===== config.mk =====
export PLATFORM = sky130hd
export DESIGN_NAME = biquad_tdf2_filter_unit_flat
export DESIGN_NICKNAME = d
export VERILOG_FILES = /design/src/rtl/core/bqtdf_pkg.sv /design/src/rtl/core/bqtdf_ifs.sv /design/src/rtl/core/bqtdf_regs.sv /design/src/rtl/core/bqtdf_datapath.sv /design/src/rtl/core/bqtdf_ctrl.sv /design/src/rtl/core/biquad_tdf2_filter_unit.sv /design/src/flat_wrapper.sv
export VERILOG_INCLUDE_DIRS = /design/src /design/src/rtl/core
export SDC_FILE = /design/constraint.sdc
export NUM_CORES = 2
export LEC_CHECK = 0
export BUFFER_PORTS_ARGS = -buffer_cell sky130_fd_sc_hd__buf_2
export CORE_UTILIZATION = 30
export DETAILED_ROUTE_END_ITERATION = 8
export GPL_TIMING_DRIVEN = 0
export PLACE_DENSITY = 0.52
export SYNTH_ARGS = -nofsm -noshare
export SYNTH_HDL_FRONTEND = slang
export SYNTH_SLANG_ARGS = --single-unit

===== constraint.sdc =====
create_clock -name clk -period 26.4 [get_ports clk]
set_clock_uncertainty 0.2 [all_clocks]
set_input_delay 5.28 -clock clk [delete_from_list [all_inputs] [get_ports clk]]
set_output_delay 5.28 -clock clk [all_outputs]
set_load 0.005 [all_outputs]

===== src/rtl/core/assert_macros.svh =====
// ---------------------------------------------------------------------------
// Assertion macros
// Shared concurrent assertion forms for the filter unit.
// ---------------------------------------------------------------------------
`ifndef ASSERT_MACROS_SVH
`define ASSERT_MACROS_SVH

// check prop at every clock edge outside reset
`define BQ_ASSERT(name, clk, rst, prop, msg) \
  name: assert property (@(posedge clk) disable iff (rst) (prop)) else $error(msg);

// check that prop holds in the cycle after trig
`define BQ_ASSERT_NEXT(name, clk, rst, trig, prop, msg) \
  name: assert property (@(posedge clk) disable iff (rst) (trig) |=> (prop)) else $error(msg);

`endif


===== src/rtl/core/bqtdf_pkg.sv =====
// ---------------------------------------------------------------------------
// Biquad filter package
// Register indexes, coefficient set and datapath command types.
// ---------------------------------------------------------------------------
package bqtdf_pkg;

  localparam int COEF_BITS      = 24;
  localparam int CFG_DATA_BITS  = 24;
  localparam int REG_INDEX_BITS = 3;

  localparam logic [REG_INDEX_BITS-1:0] REG_ENABLE = 3'd0;
  localparam logic [REG_INDEX_BITS-1:0] REG_B0     = 3'd1;
  localparam logic [REG_INDEX_BITS-1:0] REG_B1     = 3'd2;
  localparam logic [REG_INDEX_BITS-1:0] REG_B2     = 3'd3;
  localparam logic [REG_INDEX_BITS-1:0] REG_A1     = 3'd4;
  localparam logic [REG_INDEX_BITS-1:0] REG_A2     = 3'd5;

  localparam logic signed [COEF_BITS-1:0] B0_RESET = 24'sd4194304;

  typedef struct packed {
    logic                        enable;
    logic signed [COEF_BITS-1:0] b0;
    logic signed [COEF_BITS-1:0] b1;
    logic signed [COEF_BITS-1:0] b2;
    logic signed [COEF_BITS-1:0] a1;
    logic signed [COEF_BITS-1:0] a2;
  } coef_set_t;

  typedef enum logic [2:0] {
    COEF_B0 = 3'd0,
    COEF_B1 = 3'd1,
    COEF_B2 = 3'd2,
    COEF_A1 = 3'd3,
    COEF_A2 = 3'd4
  } coef_sel_t;

  typedef enum logic [1:0] {
    ACC_HOLD = 2'd0,
    ACC_LOAD = 2'd1,
    ACC_SUB  = 2'd2
  } acc_op_t;

  typedef enum logic [1:0] {
    FIN_NONE = 2'd0,
    FIN_Y    = 2'd1,
    FIN_D1   = 2'd2,
    FIN_D2   = 2'd3
  } fin_op_t;

  typedef struct packed {
    logic      load_in;
    logic      mul_en;
    coef_sel_t coef_sel;
    logic      mul_y;
    acc_op_t   acc_op;
    fin_op_t   fin_op;
    logic      out_load;
  } dp_cmd_t;

endpackage


===== src/rtl/core/bqtdf_ifs.sv =====
// ---------------------------------------------------------------------------
// Biquad filter channels
// Valid/ready sample channels for the filter input and output.
// ---------------------------------------------------------------------------
interface bqtdf_in_if #(
  parameter int SAMPLE_BITS = 24
) ();
  logic                          valid;
  logic                          ready;
  logic signed [SAMPLE_BITS-1:0] sample_in;
  logic                          block_end_in;

  modport source (output valid, sample_in, block_end_in, input ready);
  modport sink   (input valid, sample_in, block_end_in, output ready);
endinterface

interface bqtdf_out_if #(
  parameter int SAMPLE_BITS = 24
) ();
  logic                          valid;
  logic                          ready;
  logic signed [SAMPLE_BITS-1:0] sample_out;
  logic                          block_end_out;

  modport source (output valid, sample_out, block_end_out, input ready);
  modport sink   (input valid, sample_out, block_end_out, output ready);
endinterface


===== src/rtl/core/bqtdf_regs.sv =====
// ---------------------------------------------------------------------------
// Biquad filter configuration registers
// Enable flag and five coefficient registers behind a plain write port.
// ---------------------------------------------------------------------------
module bqtdf_regs (
  input  logic                                   clk,
  input  logic                                   rst,
  input  logic                                   wr_en,
  input  logic [bqtdf_pkg::REG_INDEX_BITS-1:0]  wr_index,
  input  logic [bqtdf_pkg::CFG_DATA_BITS-1:0]   wr_data,
  output bqtdf_pkg::coef_set_t                   cfg
);
  import bqtdf_pkg::*;

  always_ff @(posedge clk) begin
    if (rst) begin
      cfg.enable <= 1'b0;
      cfg.b0     <= B0_RESET;
      cfg.b1     <= '0;
      cfg.b2     <= '0;
      cfg.a1     <= '0;
      cfg.a2     <= '0;
    end else if (wr_en) begin
      case (wr_index)
        REG_ENABLE: cfg.enable <= wr_data[0];
        REG_B0:     cfg.b0     <= COEF_BITS'(wr_data);
        REG_B1:     cfg.b1     <= COEF_BITS'(wr_data);
        REG_B2:     cfg.b2     <= COEF_BITS'(wr_data);
        REG_A1:     cfg.a1     <= COEF_BITS'(wr_data);
        REG_A2:     cfg.a2     <= COEF_BITS'(wr_data);
        default: ;
      endcase
    end
  end

endmodule


===== src/rtl/core/bqtdf_datapath.sv =====
// ---------------------------------------------------------------------------
// Biquad filter datapath
// Shared multiplier, accumulator, rounding, saturation and delay state.
// ---------------------------------------------------------------------------
module bqtdf_datapath #(
  parameter int SAMPLE_BITS    = 24,
  parameter int COEF_FRAC_BITS = 22,
  parameter int STATE_BITS     = 32
) (
  input  logic                          clk,
  input  logic                          rst,
  input  bqtdf_pkg::dp_cmd_t            cmd,
  input  bqtdf_pkg::coef_set_t          cfg,
  input  logic signed [SAMPLE_BITS-1:0] sample_in,
  input  logic                          block_end_in,
  output logic signed [SAMPLE_BITS-1:0] sample_out,
  output logic                          block_end_out
);
  import bqtdf_pkg::*;

  localparam int PROD_W = COEF_BITS + SAMPLE_BITS;
  localparam int ACC_W  = PROD_W + 2;
  localparam int RND_W  = ACC_W - COEF_FRAC_BITS;
  localparam int SUM_W  = ((RND_W > STATE_BITS) ? RND_W : STATE_BITS) + 1;

  localparam logic signed [ACC_W-1:0] HALF =
    ACC_W'(64'sd1 <<< (COEF_FRAC_BITS - 1));
  localparam logic signed [SUM_W-1:0] ST_MAX =
    SUM_W'((64'sd1 <<< (STATE_BITS - 1)) - 64'sd1);
  localparam logic signed [SUM_W-1:0] ST_MIN = ~ST_MAX;
  localparam logic signed [SUM_W-1:0] SMP_MAX =
    SUM_W'((64'sd1 <<< (SAMPLE_BITS - 1)) - 64'sd1);
  localparam logic signed [SUM_W-1:0] SMP_MIN = ~SMP_MAX;

  logic signed [SAMPLE_BITS-1:0] x;
  logic signed [SAMPLE_BITS-1:0] y;
  logic                          blk;
  logic signed [PROD_W-1:0]      prod;
  logic signed [ACC_W-1:0]       acc;
  logic signed [STATE_BITS-1:0]  delay_one;
  logic signed [STATE_BITS-1:0]  delay_two;

  logic signed [COEF_BITS-1:0]   coef;
  logic signed [SAMPLE_BITS-1:0] operand;
  logic signed [RND_W-1:0]       rnd;
  logic signed [STATE_BITS-1:0]  addend;
  logic signed [SUM_W-1:0]       sum;
  logic signed [SUM_W-1:0]       sum_st;
  logic signed [SUM_W-1:0]       sum_smp;

  always_comb begin
    case (cmd.coef_sel)
      COEF_B0: coef = cfg.b0;
      COEF_B1: coef = cfg.b1;
      COEF_B2: coef = cfg.b2;
      COEF_A1: coef = cfg.a1;
      COEF_A2: coef = cfg.a2;
      default: coef = cfg.b0;
    endcase
    operand = cmd.mul_y ? y : x;
  end

  always_comb begin
    case (cmd.fin_op)
      FIN_Y:   addend = delay_one;
      FIN_D1:  addend = delay_two;
      default: addend = '0;
    endcase
    rnd     = RND_W'(acc >>> COEF_FRAC_BITS);
    sum     = SUM_W'(rnd) + SUM_W'(addend);
    sum_st  = (sum > ST_MAX) ? ST_MAX : ((sum < ST_MIN) ? ST_MIN : sum);
    sum_smp = (sum > SMP_MAX) ? SMP_MAX : ((sum < SMP_MIN) ? SMP_MIN : sum);
  end

  always_ff @(posedge clk) begin
    if (cmd.load_in) begin
      x   <= sample_in;
      y   <= sample_in;
      blk <= block_end_in;
    end else if (cmd.fin_op == FIN_Y) begin
      y <= SAMPLE_BITS'(sum_smp);
    end
    if (cmd.mul_en) begin
      prod <= coef * operand;
    end
    case (cmd.acc_op)
      ACC_LOAD: acc <= ACC_W'(prod) + HALF;
      ACC_SUB:  acc <= acc - ACC_W'(prod);
      default: ;
    endcase
    if (cmd.out_load) begin
      sample_out    <= y;
      block_end_out <= blk;
    end
  end

  always_ff @(posedge clk) begin
    if (rst) begin
      delay_one <= '0;
      delay_two <= '0;
    end else begin
      case (cmd.fin_op)
        FIN_D1:  delay_one <= STATE_BITS'(sum_st);
        FIN_D2:  delay_two <= STATE_BITS'(sum_st);
        default: ;
      endcase
    end
  end

endmodule


===== src/rtl/core/bqtdf_ctrl.sv =====
// ---------------------------------------------------------------------------
// Biquad filter controller
// Sequences the five multiplies, the state updates and the output hand-off.
// ---------------------------------------------------------------------------
module bqtdf_ctrl (
  input  logic               clk,
  input  logic               rst,
  input  logic               in_valid,
  input  logic               out_ready,
  input  logic               enable,
  output logic               in_ready,
  output logic               out_valid,
  output bqtdf_pkg::dp_cmd_t cmd
);
  import bqtdf_pkg::*;

  typedef enum logic [12:0] {
    S_IDLE = 13'b0000000000001,
    S_MB0  = 13'b0000000000010,
    S_LB0  = 13'b0000000000100,
    S_FY   = 13'b0000000001000,
    S_MB1  = 13'b0000000010000,
    S_LB1  = 13'b0000000100000,
    S_SA1  = 13'b0000001000000,
    S_FN1  = 13'b0000010000000,
    S_MB2  = 13'b0000100000000,
    S_LB2  = 13'b0001000000000,
    S_SA2  = 13'b0010000000000,
    S_FN2  = 13'b0100000000000,
    S_OUT  = 13'b1000000000000
  } state_t;

  state_t state;
  state_t state_next;
  logic   out_free;

  assign in_ready = (state == S_IDLE) && !rst;
  assign out_free = !out_valid || out_ready;

  always_comb begin
    cmd        = '0;
    cmd.coef_sel = COEF_B0;
    cmd.acc_op = ACC_HOLD;
    cmd.fin_op = FIN_NONE;
    state_next = state;
    case (state)
      S_IDLE: begin
        if (in_valid) begin
          cmd.load_in = 1'b1;
          state_next  = enable ? S_MB0 : S_OUT;
        end
      end
      S_MB0: begin
        cmd.mul_en = 1'b1;
        state_next = S_LB0;
      end
      S_LB0: begin
        cmd.acc_op = ACC_LOAD;
        state_next = S_FY;
      end
      S_FY: begin
        cmd.fin_op = FIN_Y;
        state_next = S_MB1;
      end
      S_MB1: begin
        cmd.mul_en   = 1'b1;
        cmd.coef_sel = COEF_B1;
        state_next   = S_LB1;
      end
      S_LB1: begin
        cmd.acc_op   = ACC_LOAD;
        cmd.mul_en   = 1'b1;
        cmd.coef_sel = COEF_A1;
        cmd.mul_y    = 1'b1;
        state_next   = S_SA1;
      end
      S_SA1: begin
        cmd.acc_op = ACC_SUB;
        state_next = S_FN1;
      end
      S_FN1: begin
        cmd.fin_op = FIN_D1;
        state_next = S_MB2;
      end
      S_MB2: begin
        cmd.mul_en   = 1'b1;
        cmd.coef_sel = COEF_B2;
        state_next   = S_LB2;
      end
      S_LB2: begin
        cmd.acc_op   = ACC_LOAD;
        cmd.mul_en   = 1'b1;
        cmd.coef_sel = COEF_A2;
        cmd.mul_y    = 1'b1;
        state_next   = S_SA2;
      end
      S_SA2: begin
        cmd.acc_op = ACC_SUB;
        state_next = S_FN2;
      end
      S_FN2: begin
        cmd.fin_op = FIN_D2;
        state_next = S_OUT;
      end
      S_OUT: begin
        if (out_free) begin
          cmd.out_load = 1'b1;
          state_next   = S_IDLE;
        end
      end
      default: state_next = S_IDLE;
    endcase
  end

  always_ff @(posedge clk) begin
    if (rst) begin
      state     <= S_IDLE;
      out_valid <= 1'b0;
    end else begin
      state <= state_next;
      if (cmd.out_load) begin
        out_valid <= 1'b1;
      end else if (out_ready) begin
        out_valid <= 1'b0;
      end
    end
  end

endmodule


===== src/rtl/core/biquad_tdf2_filter_unit.sv =====
// ---------------------------------------------------------------------------
// Biquad filter unit
// Second-order IIR section, transposed direct form II, one shared multiplier.
// ---------------------------------------------------------------------------
//  Channel   Kind         Payload
//  audio     valid/ready  sample_in, block_end_in
//  filtered  valid/ready  sample_out, block_end_out
//  wr_*      write only   wr_index, wr_data
//
//  A filtered request runs five multiplies through one coefficient x sample
//  multiplier, with accumulate steps and three round/saturate steps for y and
//  the delay state. A bypassed request skips them and goes to the output step.
//  Reset clears the delay state and loads the coefficient reset values.
//  The output register holds a result while the sink stalls; a new request
//  is accepted meanwhile and waits in its final step until the register frees.
// ---------------------------------------------------------------------------
`include "assert_macros.svh"

module biquad_tdf2_filter_unit #(
  parameter int SAMPLE_BITS    = 24,
  parameter int COEF_FRAC_BITS = 22,
  parameter int STATE_BITS     = 32
) (
  input  logic                                  clk,
  input  logic                                  rst,
  input  logic                                  wr_en,
  input  logic [bqtdf_pkg::REG_INDEX_BITS-1:0] wr_index,
  input  logic [bqtdf_pkg::CFG_DATA_BITS-1:0]  wr_data,
  bqtdf_in_if.sink                              audio,
  bqtdf_out_if.source                           filtered
);
  import bqtdf_pkg::*;

  coef_set_t cfg;
  dp_cmd_t   cmd;

  bqtdf_regs u_regs (
    .clk      (clk),
    .rst      (rst),
    .wr_en    (wr_en),
    .wr_index (wr_index),
    .wr_data  (wr_data),
    .cfg      (cfg)
  );

  bqtdf_ctrl u_ctrl (
    .clk       (clk),
    .rst       (rst),
    .in_valid  (audio.valid),
    .out_ready (filtered.ready),
    .enable    (cfg.enable),
    .in_ready  (audio.ready),
    .out_valid (filtered.valid),
    .cmd       (cmd)
  );

  bqtdf_datapath #(
    .SAMPLE_BITS    (SAMPLE_BITS),
    .COEF_FRAC_BITS (COEF_FRAC_BITS),
    .STATE_BITS     (STATE_BITS)
  ) u_datapath (
    .clk           (clk),
    .rst           (rst),
    .cmd           (cmd),
    .cfg           (cfg),
    .sample_in     (audio.sample_in),
    .block_end_in  (audio.block_end_in),
    .sample_out    (filtered.sample_out),
    .block_end_out (filtered.block_end_out)
  );

  `BQ_ASSERT(a_no_overwrite, clk, rst, !cmd.out_load || !filtered.valid || filtered.ready, "output overwritten while stalled")
  `BQ_ASSERT_NEXT(a_one_request, clk, rst, audio.valid && audio.ready, !audio.ready, "second request accepted while busy")
  `BQ_ASSERT(a_state_when_enabled, clk, rst, (cmd.fin_op == FIN_NONE) || cfg.enable, "state updated while bypassed")

endmodule


===== src/flat_wrapper.sv =====
// flat-port wrapper written by rule: the top's interface ports become plain ports
module biquad_tdf2_filter_unit_flat import bqtdf_pkg::*;
#(
  parameter int SAMPLE_BITS    = 24,
  parameter int COEF_FRAC_BITS = 22,
  parameter int STATE_BITS     = 32
)
  (clk, rst, wr_en, wr_index, wr_data, audio_valid, audio_sample_in, audio_block_end_in, audio_ready, filtered_valid, filtered_sample_out, filtered_block_end_out, filtered_ready);
  bqtdf_in_if #(.SAMPLE_BITS(SAMPLE_BITS)) audio_i ();
  bqtdf_out_if #(.SAMPLE_BITS(SAMPLE_BITS)) filtered_i ();
  input  logic clk;
  input  logic rst;
  input  logic wr_en;
  input  logic [bqtdf_pkg::REG_INDEX_BITS-1:0] wr_index;
  input  logic [bqtdf_pkg::CFG_DATA_BITS-1:0] wr_data;
  input wire logic [$bits(audio_i.valid)-1:0] audio_valid;
  input wire logic [$bits(audio_i.sample_in)-1:0] audio_sample_in;
  input wire logic [$bits(audio_i.block_end_in)-1:0] audio_block_end_in;
  output wire logic [$bits(audio_i.ready)-1:0] audio_ready;
  output wire logic [$bits(filtered_i.valid)-1:0] filtered_valid;
  output wire logic [$bits(filtered_i.sample_out)-1:0] filtered_sample_out;
  output wire logic [$bits(filtered_i.block_end_out)-1:0] filtered_block_end_out;
  input wire logic [$bits(filtered_i.ready)-1:0] filtered_ready;
  assign audio_i.valid = audio_valid;
  assign audio_i.sample_in = audio_sample_in;
  assign audio_i.block_end_in = audio_block_end_in;
  assign audio_ready = audio_i.ready;
  assign filtered_valid = filtered_i.valid;
  assign filtered_sample_out = filtered_i.sample_out;
  assign filtered_block_end_out = filtered_i.block_end_out;
  assign filtered_i.ready = filtered_ready;
  biquad_tdf2_filter_unit #(.SAMPLE_BITS(SAMPLE_BITS), .COEF_FRAC_BITS(COEF_FRAC_BITS), .STATE_BITS(STATE_BITS)) u_core (.clk(clk), .rst(rst), .wr_en(wr_en), .wr_index(wr_index), .wr_data(wr_data), .audio(audio_i), .filtered(filtered_i));
endmodule

; Word-level counts from Yosys, hierarchy flattened
; Cells that the tools add are included.
[op_classes]
n_mux = 25
order_cmp = 4
n_addsub = 3
eq_ne = 29
multipliers = 1
reduce_logical = 19
[op_table]
columns = cell, n
row1 = 13-bit one-hot mux with 13 select lines, 1
row2 = 24-bit 2-to-1 mux, 5
row3 = 50-bit one-hot mux with 2 select lines, 1
row4 = 24-bit one-hot mux with 4 select lines, 1
row5 = 32-bit 2-to-1 mux, 2
row6 = 32-bit one-hot mux with 2 select lines, 1
row7 = 50-bit by 48-bit subtractor with 50-bit output, 1
row8 = "48-bit by 23-bit adder with 49-bit output, second input constant", 1
row9 = 24-bit by 24-bit multiplier with 48-bit output, 1
row10 = 13-bit 2-to-1 mux, 3
row11 = 28-bit by 32-bit adder with 33-bit output, 1
row12 = "33-bit by 24-bit greater-than comparator with 1-bit output, second input constant", 1
row13 = "33-bit by 32-bit greater-than comparator with 1-bit output, second input constant", 1
row14 = "33-bit by 24-bit < comparator with 1-bit output, second input constant", 1
row15 = "33-bit by 32-bit < comparator with 1-bit output, second input constant", 1
row16 = 2-bit AND reduction, 7
row17 = "13-bit by 1-bit == test with 1-bit output, second input constant", 1
row18 = "13-bit by 10-bit == test with 1-bit output, second input constant", 1
row19 = "13-bit by 11-bit == test with 1-bit output, second input constant", 1
row20 = "13-bit by 12-bit == test with 1-bit output, second input constant", 1
row21 = "13-bit == test, second input constant", 1
row22 = "13-bit by 2-bit == test with 1-bit output, second input constant", 1
row23 = "13-bit by 3-bit == test with 1-bit output, second input constant", 1
row24 = "13-bit by 4-bit == test with 1-bit output, second input constant", 1
row25 = other kinds (23), 44
[word_totals]
word_cells = 98
ff_bits = 371
in_bits = 57

; Logic depth before layout (Yosys ltp)
[logic_depth]
word_depth = 10
mapped_depth = 38
ltp_nobuf = 34

; Cells and area by module
; Synthesis repeated with hierarchy kept, for this count alone.
[hier_totals]
hier_cells = 4484
area_unflattened_um2 = 41893.9
[modules_own_cells]
columns = mod, instances, area_each_um2, cells_each, seq_area_each_um2
row1 = bqtdf_datapath, 1, 36192.2, 3949, 6446.2
row2 = bqtdf_regs, 1, 4830.9, 426, 2422.3
row3 = bqtdf_ctrl, 1, 870.8, 109, 280.3

; Worst setup path before layout
; OpenSTA, ideal clock, no wires.
[synth_timing]
path_type = input to output
start = input rst
end = output audio_ready
stages = 4
path_slack_ns = 14.762
required_ns = 20.920
arrival_time_ns = 6.158
path_buffers = 3
cell_sequence = clkbuf_1 > clkbuf_1 > clkbuf_1 > nor2_1
[synth_via]
elab_chain_len = 2
[synth_lines]
columns = element, line_no
row1 = start: declaration, flat_wrapper.sv:12  ; input logic rst;
row2 = 1-bit zero test, bqtdf_ctrl.sv:37  ; assign in_ready = (state == S_IDLE) && !rst;
row3 = 1-bit logical AND, bqtdf_ctrl.sv:37
row4 = end: declaration, flat_wrapper.sv:19  ; output wire logic [$bits(audio_i.ready)-1:0] audio_ready;
; Every way passes these cells.

; Final worst setup path
[layout_timing]
start = register u_core.u_ctrl.state[7]
end = register u_core.u_datapath.prod[46] (data pin)
[layout_via]
elab_chain_len = 5
word_cells_on_any_way = 14
[layout_lines]
columns = element, line_no
row1 = start: declaration, bqtdf_ctrl.sv:33  ; state_t state;
row2 = start signal: assignment, bqtdf_ctrl.sv:120  ; state <= state_next;
row3 = 13-bit by 10-bit == test with 1-bit output (tied with other cells), bqtdf_ctrl.sv:46  ; case (state)
row4 = 3-bit one-hot mux with 4 select lines or 2-bit OR reduction (tied branches), n/a
row5 = 3-bit == test (tied with other cells), bqtdf_datapath.sv:52  ; case (cmd.coef_sel)
row6 = 24-bit one-hot mux with 4 select lines or 24-bit 2-to-1 mux (tied branches), "bqtdf_datapath.sv:52, bqtdf_datapath.sv:60"
row7 = 24-bit by 24-bit multiplier with 48-bit output (*), bqtdf_datapath.sv:84  ; prod <= coef * operand;
row8 = end signal: assignment, bqtdf_datapath.sv:84
row9 = end: declaration, bqtdf_datapath.sv:38  ; logic signed [PROD_W-1:0] prod;
; Mark *: on every way between the ends. The rest lies on a longest branch, timed or not.
; A chain may end at the register's enable or synchronous reset.

==> results.yml <==
worst_setup_path:
  crit_cells: 31
  cp_top_family: "adder cells"
  worstPathRequired_ps: 26450
  critPathMaxStageDelay_ps: 1250
  regToRegSetupSlack_ps: 12270
  cp.arrival_ps: 14180
  path_buf_inv: 9
  startpoint_type: "flop"
  cp_max_fo: 10
  path_class: "flop to flop"
  crit_slowest_cell: "mux2i_1"
  r2r_cells: 31
  crit_top_cell: "fa_1"
  end_kind: "flop"
detailed_routing:
  vias_per_cell: 4.95
  ant_nets: 0
  drc: 0
  drt-initial-drc-count: 2780
  dr_total_vias: 31800
  wl_um: 138000
  wl_per_cell_um: 21.4
  drt-pass1-iter-count: 8
logic_synthesis:
  synthMuxAreaShare_pct: 2.83
  synth_common_cells: "nand2_1 (713), inv_1 (694), fa_1 (609)"
  post_synth_fa_ha_maj_area_fraction_pct: 37.4
  synthCells: 4483
  synth_compound_area_share_pct: 10.5
  yosysMostFrequentCell: "nand2_1"
  yosys.area.top_type: "fa_1"
  ys_warn_count: 0
  synth_edf_count: 172
  netlist.area_leader.share_pct: 30.3
  yosys-top-cells-area: "fa_1 (30%), edfxtp_1 (13%), dfxtp_1 (9.9%), ha_1 (6.8%), nand2_1 (6.6%)"
  synth_area_per_cell_um2: 8.99
  syn_area_mm2: 0.0403
  async_flop_share_pct: 0
  syn_nets: 5369
  ys.flop_type: "dfxtp_1"
  yosys_register_bits: 371
  synth_simple_gate_area_share_pct: 14.9
  ys_types: 85
  ys_seq_area_share_pct: 22.7
  synth_xor_area_share_pct: 3.12
  synth_top_family_by_area: "adder cells"
timing:
  tightest_slew_ps: 1480
  drv_slew: 6
  slew_headroom_pct: -1.51
  period_minus_slack_ps: 14130
  rsz0062_at_grt: "false"
  timing.final.hold_violations: 0
  max_freq_ghz: 0.0708
  finalCritPeriodShare_pct: 53.5
  setup_viol: 0
  setup_tns_ps: 0
final_layout:
  syn_to_final_growth_pct: 10.6
  layout-drive-gt1-share_pct: 5.68
  instances_no_fill: 6419
  nNetsFinal: 5501
die:
  dieArea_mm2: 0.136
  initial_core_util_pct: 30.2
  row_count: 134
  die_x_um: 369
  fp.coreArea_mm2: 0.133
  dieHeight_um: 369
  num_io_pins: 84
power_and_ir_drop:
  powerDensity_mw_per_mm2: 51.0
  finalPower_mw: 2.27
  leakagePower_nw: 19.5
  ir_worst_vdd_v: 0.000147
clocking:
  cts_tree: "built"
  clk_latency_ps: 600
  cts.htree.levels: 2
  postCtsSetupBuffers: 0
  cts_resized: 0
  clock_sinks: 371
  cts_root_buf: "clkbuf_16"
  cts_buffer_depth: 3
  clk_pin_slew_ps: 60
  cts_made_buffers: 43
  hold_buffers: 0
place:
  port_buffers: 82
  place_congestion: 0.971
  place_inst: 6338
  hpwl_um: 113000
status:
  violations: "capacitance limit, slew limit"
  status: "finished, violations left"
global_routing:
  grt_max_degree: 42
  grt_first_pass_wirelength_um: 207000
  track_usage_pct: 20.4
  antenna_found_initial: 6
  grt_pass1_vias: 32800
  gr-total-overflow: 0
worst_hold_path:
  hold_depth: 0
  hold_path_class: "flop to flop"
flow_run:
  drv_cap: 2
-- flip-flops by register name, summed over array words and instances (netlist names) --
name and flops:
u_core.u_ctrl.out_valid 1, u_core.u_ctrl.state 13, u_core.u_datapath.acc 50, u_core.u_datapath.blk 1
u_core.u_datapath.block_end_out 1, u_core.u_datapath.delay_one 32, u_core.u_datapath.delay_two 32, u_core.u_datapath.prod 48
u_core.u_datapath.sample_out 24, u_core.u_datapath.x 24, u_core.u_datapath.y 24, u_core.u_regs.cfg 121
-- per-stage QoR --
| stage | hold slack, ps | worst slack (ps) | utilization [%] | area [um^2] |
|---|---|---|---|---|
| 3_3_place_gp | 202 | 12720 | 32.2 | 42900 |
| 6_report | 219 | 12270 | 33.4 | 44600 |
| 3_5_place_dp | 206 | 12690 | 32.3 | 43000 |
| 4_1_cts | 220 | 12610 | 33.4 | 44600 |
| 2_1_floorplan | 200 | 14760 | - | 40300 |
| 5_1_grt | 245 | 11980 | 33.4 | 44600 |
-- cell usage in the layout, fill, tap and decap left out, types with 36 or more instances in the layout --
cell and n:
buf_2 112, nor3_1 36, o21ai_0 115, a21oi_1 254
nand3_1 64, a211oi_1 59, nand2_1 712, xnor2_1 99
a21o_1 41, inv_1 693, fa_1 609, mux2_2 37
ha_1 220, edfxtp_1 172, nor2_1 482, clkbuf_16 45
xor2_1 41, mux2i_1 64, dfxtp_1 199, clkbuf_1 168
-- logic make-up after synthesis --
| group | Yosys count |
|---|---|
| AND/OR/NAND/NOR | 1451 |
| buffers and inverters | 904 |
| adder cells (fa/ha/maj) | 840 |
| AO/OA/AOI/OAI | 667 |
| flip-flops | 371 |
| XOR/XNOR | 142 |
| multiplexers | 108 |
-- worst reg2reg max path: cells and delay by family, from the launching register on --
family / cells / cell delay [ps]
and+or+nand+nor: 6 / 870
adders and majority gates: 8 / 4690
buffers and inverters: 9 / 3030
muxes: 1 / 1260
AOI/OAI and AO/OA: 6 / 2740
DFF: 1 / 310
xor gates and xnor gates: 1 / 720
-- worst paths after layout --
| path | startpoint | end |
|---|---|---|
| worst max-delay path | u_core.u_ctrl.state[7] | u_core.u_datapath.prod[46] |
| worst min register to register | u_core.u_datapath.blk | u_core.u_datapath.block_end_out |
| worst max register to register | u_core.u_ctrl.state[7] | u_core.u_datapath.prod[46] |
| worst min-delay path | u_core.u_datapath.blk | u_core.u_datapath.block_end_out |
-- layout make-up --
class / count / area (um^2)
fillers: 13900 / 88700
multi-input cells: 3208 / 27700
flip-flops and latches: 371 / 9150
inverters: 695 / 2610
well taps: 1768 / 2210
clock buffers: 53 / 1190
plain buffers: 209 / 835
repair buffers: 87 / 489
clock inverters: 26 / 364
diodes: 2 / 5.00
-- routing by layer --
metal  share of wire (%)  vias to the layer above  global-route usage, %
li1                    -                    14600                      -
met5               0.027                        -                      0
met3                 7.1                      267                   3.39
met4                 5.7                        6                   10.4
met2                  46                     1101                   33.1
met1                  41                    15800                   26.0
-- report_power, final --
part           leakage (nW)  internal [mW]  switching, mW  total, mW
clock network         0.760          0.393          0.265      0.659
logic                  15.6          0.316          0.641      0.958
registers              3.19          0.647        0.00966      0.657
Note: power is estimated with default switching activity, not from simulation.
